### src/sv/tlsrht_pkg.sv
// Package for the TLS record header tracker.
// Holds the transfer payload types, content type codes and header field positions.
// No dependencies.
`timescale 1ns / 1ps

package tlsrht_pkg;

    localparam logic [7:0] CT_CCS   = 8'h14;
    localparam logic [7:0] CT_ALERT = 8'h15;
    localparam logic [7:0] CT_HS    = 8'h16;
    localparam logic [7:0] CT_APP   = 8'h17;

    localparam logic [2:0] FP_TYPE   = 3'd0;
    localparam logic [2:0] FP_VER_HI = 3'd1;
    localparam logic [2:0] FP_VER_LO = 3'd2;
    localparam logic [2:0] FP_LEN_HI = 3'd3;
    localparam logic [2:0] FP_LEN_LO = 3'd4;

    typedef struct packed {
        logic       direction;
        logic [7:0] data_byte;
        logic       segment_end;
    } in_item_t;

    typedef struct packed {
        logic        header_complete;
        logic [7:0]  record_type;
        logic        type_valid;
        logic [15:0] record_version;
        logic [15:0] header_length;
        logic        in_body;
        logic        client_ccs_seen;
        logic        server_ccs_seen;
        logic        direction_done;
        logic        no_inspection;
        logic        no_reassembly;
    } result_t;

endpackage

### src/sv/tlsrht_in_stage.sv
// Input register of the TLS record header tracker.
// Holds one accepted byte until the framer consumes it; uses tlsrht_pkg.
`timescale 1ns / 1ps

module tlsrht_in_stage (
    input  logic               aclk,
    input  logic               aresetn,
    input  logic               s_valid,
    output logic               s_ready,
    input  tlsrht_pkg::in_item_t s_item,
    input  logic               advance,
    output logic               item_valid,
    output tlsrht_pkg::in_item_t item
);

    logic                 valid_reg;
    tlsrht_pkg::in_item_t item_reg;

    assign s_ready    = !valid_reg || advance;
    assign item_valid = valid_reg;
    assign item       = item_reg;

    always_ff @(posedge aclk) begin
        if (!aresetn) begin
            valid_reg <= 1'b0;
        end else if (s_ready) begin
            valid_reg <= s_valid;
        end
    end

    always_ff @(posedge aclk) begin
        if (s_valid && s_ready) begin
            item_reg <= s_item;
        end
    end

endmodule

### src/sv/tlsrht_framer.sv
// Per-direction record framing state and flow flags of the TLS record header tracker.
// Updates the state for one byte per cycle while advance is high and forms its result; uses tlsrht_pkg.
`timescale 1ns / 1ps

module tlsrht_framer (
    input  logic                 aclk,
    input  logic                 aresetn,
    input  logic                 no_reassembly_enable,
    input  logic                 advance,
    input  tlsrht_pkg::in_item_t item,
    output tlsrht_pkg::result_t  result
);

    logic [2:0]  fpos_reg    [2];
    logic [2:0]  fpos_next   [2];
    logic [15:0] remain_reg  [2];
    logic [15:0] remain_next [2];
    logic [7:0]  partial_reg [2];
    logic [7:0]  partial_next[2];
    logic [7:0]  ctype_reg   [2];
    logic [7:0]  ctype_next  [2];
    logic [15:0] version_reg [2];
    logic [15:0] version_next[2];
    logic [15:0] length_reg  [2];
    logic [15:0] length_next [2];
    logic [1:0]  type_ok_reg;
    logic [1:0]  type_ok_next;
    logic [1:0]  ccs_reg;
    logic [1:0]  ccs_next;
    logic [1:0]  done_reg;
    logic [1:0]  done_next;
    logic        insp_off_reg;
    logic        insp_off_next;
    logic        reasm_off_reg;
    logic        reasm_off_next;

    logic       d;
    logic [7:0] b;
    logic       hdr_done;
    logic       body;
    logic       type_ok;

    always_comb begin
        d              = item.direction;
        b              = item.data_byte;
        fpos_next      = fpos_reg;
        remain_next    = remain_reg;
        partial_next   = partial_reg;
        ctype_next     = ctype_reg;
        version_next   = version_reg;
        length_next    = length_reg;
        type_ok_next   = type_ok_reg;
        ccs_next       = ccs_reg;
        done_next      = done_reg;
        insp_off_next  = insp_off_reg;
        reasm_off_next = reasm_off_reg;
        hdr_done       = 1'b0;
        body           = 1'b0;
        type_ok        = (b >= tlsrht_pkg::CT_CCS) && (b <= tlsrht_pkg::CT_APP);

        if (remain_reg[d] != 16'd0) begin
            body           = 1'b1;
            remain_next[d] = remain_reg[d] - 16'd1;
        end else begin
            unique case (fpos_reg[d])
                tlsrht_pkg::FP_VER_HI: begin
                    partial_next[d] = b;
                    fpos_next[d]    = tlsrht_pkg::FP_VER_LO;
                end
                tlsrht_pkg::FP_VER_LO: begin
                    version_next[d] = {partial_reg[d], b};
                    fpos_next[d]    = tlsrht_pkg::FP_LEN_HI;
                end
                tlsrht_pkg::FP_LEN_HI: begin
                    partial_next[d] = b;
                    fpos_next[d]    = tlsrht_pkg::FP_LEN_LO;
                end
                tlsrht_pkg::FP_LEN_LO: begin
                    length_next[d] = {partial_reg[d], b};
                    remain_next[d] = {partial_reg[d], b};
                    fpos_next[d]   = tlsrht_pkg::FP_TYPE;
                    hdr_done       = 1'b1;
                end
                default: begin
                    fpos_next[d]    = tlsrht_pkg::FP_VER_HI;
                    type_ok_next[d] = type_ok;
                    if (type_ok) begin
                        ctype_next[d] = b;
                        if (!d) begin
                            if (b == tlsrht_pkg::CT_APP && ccs_reg == 2'b11) begin
                                done_next[0]  = 1'b1;
                                insp_off_next = 1'b1;
                                if (no_reassembly_enable) begin
                                    reasm_off_next = 1'b1;
                                end
                            end
                            if (b == tlsrht_pkg::CT_CCS) begin
                                ccs_next[0] = 1'b1;
                            end
                        end else begin
                            // The server completion check looks at the client's stored type.
                            if (b == tlsrht_pkg::CT_CCS) begin
                                done_next[1] = 1'b1;
                                ccs_next[1]  = 1'b1;
                            end
                            if (ctype_reg[0] == tlsrht_pkg::CT_APP && ccs_next == 2'b11) begin
                                done_next[1]  = 1'b1;
                                insp_off_next = 1'b1;
                                if (no_reassembly_enable) begin
                                    reasm_off_next = 1'b1;
                                end
                            end
                        end
                    end
                end
            endcase
        end

        if (item.segment_end) begin
            remain_next[d] = 16'd0;
        end

        result.header_complete = hdr_done;
        result.record_type     = ctype_next[d];
        result.type_valid      = type_ok_next[d];
        result.record_version  = version_next[d];
        result.header_length   = length_next[d];
        result.in_body         = body;
        result.client_ccs_seen = ccs_next[0];
        result.server_ccs_seen = ccs_next[1];
        result.direction_done  = done_next[d];
        result.no_inspection   = insp_off_next;
        result.no_reassembly   = reasm_off_next;
    end

    always_ff @(posedge aclk) begin
        if (!aresetn) begin
            for (int i = 0; i < 2; i++) begin
                fpos_reg[i]    <= tlsrht_pkg::FP_TYPE;
                remain_reg[i]  <= 16'd0;
                partial_reg[i] <= 8'd0;
                ctype_reg[i]   <= 8'd0;
                version_reg[i] <= 16'd0;
                length_reg[i]  <= 16'd0;
            end
            type_ok_reg   <= 2'b00;
            ccs_reg       <= 2'b00;
            done_reg      <= 2'b00;
            insp_off_reg  <= 1'b0;
            reasm_off_reg <= 1'b0;
        end else if (advance) begin
            fpos_reg      <= fpos_next;
            remain_reg    <= remain_next;
            partial_reg   <= partial_next;
            ctype_reg     <= ctype_next;
            version_reg   <= version_next;
            length_reg    <= length_next;
            type_ok_reg   <= type_ok_next;
            ccs_reg       <= ccs_next;
            done_reg      <= done_next;
            insp_off_reg  <= insp_off_next;
            reasm_off_reg <= reasm_off_next;
        end
    end

endmodule

### src/sv/tlsrht_out_stage.sv
// Result register of the TLS record header tracker.
// Holds one result until the downstream side takes the transfer; uses tlsrht_pkg.
`timescale 1ns / 1ps

module tlsrht_out_stage (
    input  logic                aclk,
    input  logic                aresetn,
    input  logic                item_valid,
    input  tlsrht_pkg::result_t result,
    output logic                advance,
    output logic                m_valid,
    input  logic                m_ready,
    output tlsrht_pkg::result_t m_result
);

    logic                valid_reg;
    tlsrht_pkg::result_t result_reg;

    assign advance  = item_valid && (!valid_reg || m_ready);
    assign m_valid  = valid_reg;
    assign m_result = result_reg;

    always_ff @(posedge aclk) begin
        if (!aresetn) begin
            valid_reg <= 1'b0;
        end else if (advance) begin
            valid_reg <= 1'b1;
        end else if (m_ready) begin
            valid_reg <= 1'b0;
        end
    end

    always_ff @(posedge aclk) begin
        if (advance) begin
            result_reg <= result;
        end
    end

endmodule

### src/sv/tls_record_handshake_tracker_unit.sv
// Top level of the TLS record header tracker.
// Instantiates tlsrht_in_stage, tlsrht_framer and tlsrht_out_stage; uses tlsrht_pkg.
//
//   Channel   Direction  Handshake             Payload
//   s_        in         s_valid / s_ready     direction, data_byte, segment_end
//   m_        out        m_valid / m_ready     header_complete ... no_reassembly
//   cfg_      in         cfg_valid / cfg_ready no_reassembly_enable
//
// One byte is taken per cycle while results are taken; its result passes the input register
// and then the result register before it is offered.
// The throughput is set by the single framer update between the input and result registers.
// A synchronous reset clears all framing state and sets no_reassembly_enable.
// When the result register is full and not taken, the framer holds and s_ready drops
// only once the input register is also full.
`timescale 1ns / 1ps

module tls_record_handshake_tracker_unit (
    input  logic        aclk,
    input  logic        aresetn,
    input  logic        s_valid,
    output logic        s_ready,
    input  logic        s_direction,
    input  logic [7:0]  s_data_byte,
    input  logic        s_segment_end,
    output logic        m_valid,
    input  logic        m_ready,
    output logic        m_header_complete,
    output logic [7:0]  m_record_type,
    output logic        m_type_valid,
    output logic [15:0] m_record_version,
    output logic [15:0] m_header_length,
    output logic        m_in_body,
    output logic        m_client_ccs_seen,
    output logic        m_server_ccs_seen,
    output logic        m_direction_done,
    output logic        m_no_inspection,
    output logic        m_no_reassembly,
    input  logic        cfg_valid,
    output logic        cfg_ready,
    input  logic        cfg_no_reassembly_enable
);

    tlsrht_pkg::in_item_t s_item;
    tlsrht_pkg::in_item_t item;
    tlsrht_pkg::result_t  result;
    tlsrht_pkg::result_t  m_result;
    logic                 item_valid;
    logic                 advance;
    logic                 nr_enable_reg;

    assign s_item.direction   = s_direction;
    assign s_item.data_byte   = s_data_byte;
    assign s_item.segment_end = s_segment_end;
    assign cfg_ready          = 1'b1;

    always_ff @(posedge aclk) begin
        if (!aresetn) begin
            nr_enable_reg <= 1'b1;
        end else if (cfg_valid) begin
            nr_enable_reg <= cfg_no_reassembly_enable;
        end
    end

    tlsrht_in_stage u_in_stage (
        .aclk       (aclk),
        .aresetn    (aresetn),
        .s_valid    (s_valid),
        .s_ready    (s_ready),
        .s_item     (s_item),
        .advance    (advance),
        .item_valid (item_valid),
        .item       (item)
    );

    tlsrht_framer u_framer (
        .aclk                 (aclk),
        .aresetn              (aresetn),
        .no_reassembly_enable (nr_enable_reg),
        .advance              (advance),
        .item                 (item),
        .result               (result)
    );

    tlsrht_out_stage u_out_stage (
        .aclk       (aclk),
        .aresetn    (aresetn),
        .item_valid (item_valid),
        .result     (result),
        .advance    (advance),
        .m_valid    (m_valid),
        .m_ready    (m_ready),
        .m_result   (m_result)
    );

    assign m_header_complete = m_result.header_complete;
    assign m_record_type     = m_result.record_type;
    assign m_type_valid      = m_result.type_valid;
    assign m_record_version  = m_result.record_version;
    assign m_header_length   = m_result.header_length;
    assign m_in_body         = m_result.in_body;
    assign m_client_ccs_seen = m_result.client_ccs_seen;
    assign m_server_ccs_seen = m_result.server_ccs_seen;
    assign m_direction_done  = m_result.direction_done;
    assign m_no_inspection   = m_result.no_inspection;
    assign m_no_reassembly   = m_result.no_reassembly;

endmodule

### config.mk
export PLATFORM = sky130hd
export DESIGN_NAME = tls_record_handshake_tracker_unit
export DESIGN_NICKNAME = d
export VERILOG_FILES = /design/src/sv/tlsrht_pkg.sv /design/src/sv/tlsrht_in_stage.sv /design/src/sv/tlsrht_framer.sv /design/src/sv/tlsrht_out_stage.sv /design/src/sv/tls_record_handshake_tracker_unit.sv
export SDC_FILE = /design/constraint.sdc
export NUM_CORES = 1
export LEC_CHECK = 0
export BUFFER_PORTS_ARGS = -buffer_cell sky130_fd_sc_hd__buf_2
export CELL_PAD_IN_SITES_DETAIL_PLACEMENT = 0
export CELL_PAD_IN_SITES_GLOBAL_PLACEMENT = 1
export CORE_MARGIN = 1
export CORE_UTILIZATION = 47
export DETAILED_ROUTE_END_ITERATION = 10
export PLACE_DENSITY_LB_ADDON = 0.08
export SYNTH_ARGS = -nofsm -noshare
export SYNTH_HDL_FRONTEND = slang
export SYNTH_SLANG_ARGS = --single-unit
### constraint.sdc
create_clock -name aclk -period 5.7 [get_ports aclk]
set_input_delay 1.14 -clock aclk [delete_from_list [all_inputs] [get_ports aclk]]
set_output_delay 1.14 -clock aclk [all_outputs]
set_load 0.01 [all_outputs]
==> results.yml <==
clock_tree:
  htree_levels: 1
  post_cts_buffers: 0
  path_clk_slew_ps: 60
  cts_buffer_depth: 3
  cts_tree: "yes"
  cts.hold.buffers_added: 0
  clock_sinks: 203
  cts_inserted_buffers: 23
  cts-root-buf: "clkbuf_16"
  cts_resized: 0
  insertion_delay_ps: 530
synth:
  ys_seq_elements: 203
  synthesis.area_um2: 9400
  synth_compound_area_share_pct: 16.2
  yosys_warnings: 0
  ys_types: 79
  syn_nets: 992
  synth-seq-area-share_pct: 49.4
  ys.flop_type: "dfxtp_1"
  synth_top_family_by_area: "simple AND/OR/NAND/NOR gates"
  yosys.area_share.simple_pct: 17.0
  synth-adder-area-share_pct: 0.266
  synthCells: 974
  synth_xor_area_share_pct: 0.931
  synth_edf_count: 58
  ys_async_sr_fraction_pct: 0
  muxShareOfSynthArea_pct: 12.7
  postSynthAreaPerCell_um2: 9.66
global_routing:
  grt_max_degree: 61
  grt_overflow: 0
  grt_pass1_wl_um: 41100
  grt_antenna_before_repair: 0
  grt.total_usage_pct: 26.1
  grt_pass1_vias: 7169
cells_and_area:
  antenna-diode-count: 0
  largest_reg_flops: 48
  layout_common_cells: "145 x dfxtp_1, 112 x nand2_1, 111 x nor2_1, 97 x mux2i_1, 81 x a21oi_1"
  final_common_cell: "dfxtp_1"
  area_growth_pct: 13.9
  final_net_count: 1034
  layout-drive-gt1-share_pct: 14.4
sta:
  fin_crit_sh_pct: 74.1
  worst_slew_pin_slew_ps: 1280
  finalCriticalPeriod_ps: 4220
  hold_viol: 0
  setup_viol: 0
  tns_ps: 0
  fmax_ghz: 0.237
  finalClockSkew_ps: 23.1
  setup_slack_ps: 1480
  timing.hold.ws_ps: 445
  slew_viol_final: 0
  rsz0062_at_grt: "false"
  slew_headroom_pct: 14.5
status:
  outcome: "completed"
die:
  die-height_um: 143
  initial_utilization_pct: 48.2
  die_w_um: 143
  core_area_um2: 19500
  dieArea_um2: 20600
  rows: 51
  ioPinCount: 67
power_and_ir_drop:
  p_per_area_nw_per_um2: 318
  ir_worst_vdd_uv: 227
  p_leak_nw: 4.17
placed_design:
  numPortBuffers: 65
  dpl_worst_slack_ps: 1520
  place.gp.congestion: 0.894
  hpwl_um: 16400
detailed_routing:
  vias: 7572
  drc: 0
  drt.antenna.violating_nets: 0
  routed_wirelength_um: 26300
  drt_iter0_drc: 600
  drt-pass1-iter-count: 5
  avgViaCountPerCell: 5.83
  wl_per_cell_um: 20.3
worst_hold_path:
  whs_path_depth: 2
  min_path_type: "reg -> reg"
worst_setup_path:
  start_kind: "register"
  required_ps: 6150
  endpoint_kind: "register"
  path_class: "reg -> reg"
  cp.arrival_ps: 4670
  crit_path_max_fanout: 28
  reg2reg_depth: 9
job:
  max_cap_viol_count: 0
## critical path, stage by stage, from the launching register on
cell and delay [ps]:
edfxtp_1 1050, mux2i_1 250, ha_1 300, o21ai_1 460
or4_1 210, buf_4 290, clkinv_1 530, nand2_1 730
nand2_1 120, a21oi_1 170
## through the flow
step	power, mW	instances	area, um^2	util [%]
3_5_place_dp	1.88	1256	9910	50.8
5_1_grt	3.52	1298	10700	54.9
6_report	3.41	1298	10700	54.9
4_1_cts	3.43	1298	10700	54.9
3_3_place_gp	1.88	1256	9910	50.8
2_1_floorplan	1.78	974	9400	-
## cells by family (layout without fill, tap and decap cells)
group           after synthesis  after routing
other cells                   1              1
fa+ha+maj                     2              2
flops                       203            203
xor+xnor                     10             10
compound gates              238            238
buf+inv                      73            132
simple gates                338            338
mux                         109            109
## synthesized netlist by cell type, types with 4 or more instances
cell type	instances	share of area [%]
a21oi_1	81	4.3
nand2_1	112	4.5
nor2b_1	10	0.67
xnor2_1	6	0.56
mux2_2	4	0.48
or3_1	9	0.60
dfxtp_1	145	31
clkbuf_1	40	1.6
nor3_1	30	1.6
o21bai_1	4	0.32
a31oi_1	9	0.60
o211ai_1	10	0.80
nand3_1	13	0.69
a211oi_1	29	2.3
edfxtp_1	58	19
buf_4	5	0.40
nor4_1	4	0.27
o22ai_1	13	0.86
mux2i_1	97	10
xor2_1	4	0.37
and3_1	11	0.73
buf_2	17	0.90
o31ai_1	6	0.48
nor3b_1	4	0.32
mux4_2	8	1.9
o21ai_0	40	2.1
nor2_1	111	4.4
o21a_1	9	0.72
nand2b_1	7	0.47
## final timing paths
| check | start | endpoint | slack (ps) |
|---|---|---|---|
| min | u_framer.reasm_off_reg | u_framer.reasm_off_reg | 440 |
| max reg2reg | u_in_stage.item[9] | u_framer.length_reg[18] | 1480 |
| min reg2reg | u_framer.reasm_off_reg | u_framer.reasm_off_reg | 440 |
| max | u_in_stage.item[9] | u_framer.length_reg[18] | 1480 |
## report_power, final
part / total [mW] / internal (mW) / switching, mW / leakage [nW]
Sequential: 1.56 / 1.52 / 0.0401 / 1.72
Combinational: 0.297 / 0.105 / 0.193 / 2.05
Clock: 1.55 / 0.947 / 0.606 / 0.396
Total: 3.41 / 2.57 / 0.839 / 4.17
## layout make-up
class | count | area [um^2]
clock buffers | 29 | 649
clock inverters | 13 | 153
fillers | 1801 | 8810
inverters | 8 | 31.3
multi-input cells | 698 | 4450
flip-flops and latches | 203 | 4640
well taps | 265 | 332
repair buffers | 82 | 453
## layer usage
| metal | global-route usage, % | vias to the layer above | share of wire [%] |
|---|---|---|---|
| met2 | 40.4 | 208 | 44 |
| met5 | 0 | - | 0 |
| met4 | 8.17 | 0 | 2.8 |
| li1 | - | 3643 | - |
| met1 | 37.2 | 3670 | 48 |
| met3 | 4.27 | 51 | 5.2 |
No activity file was read; power rests on OpenSTA's default activity.
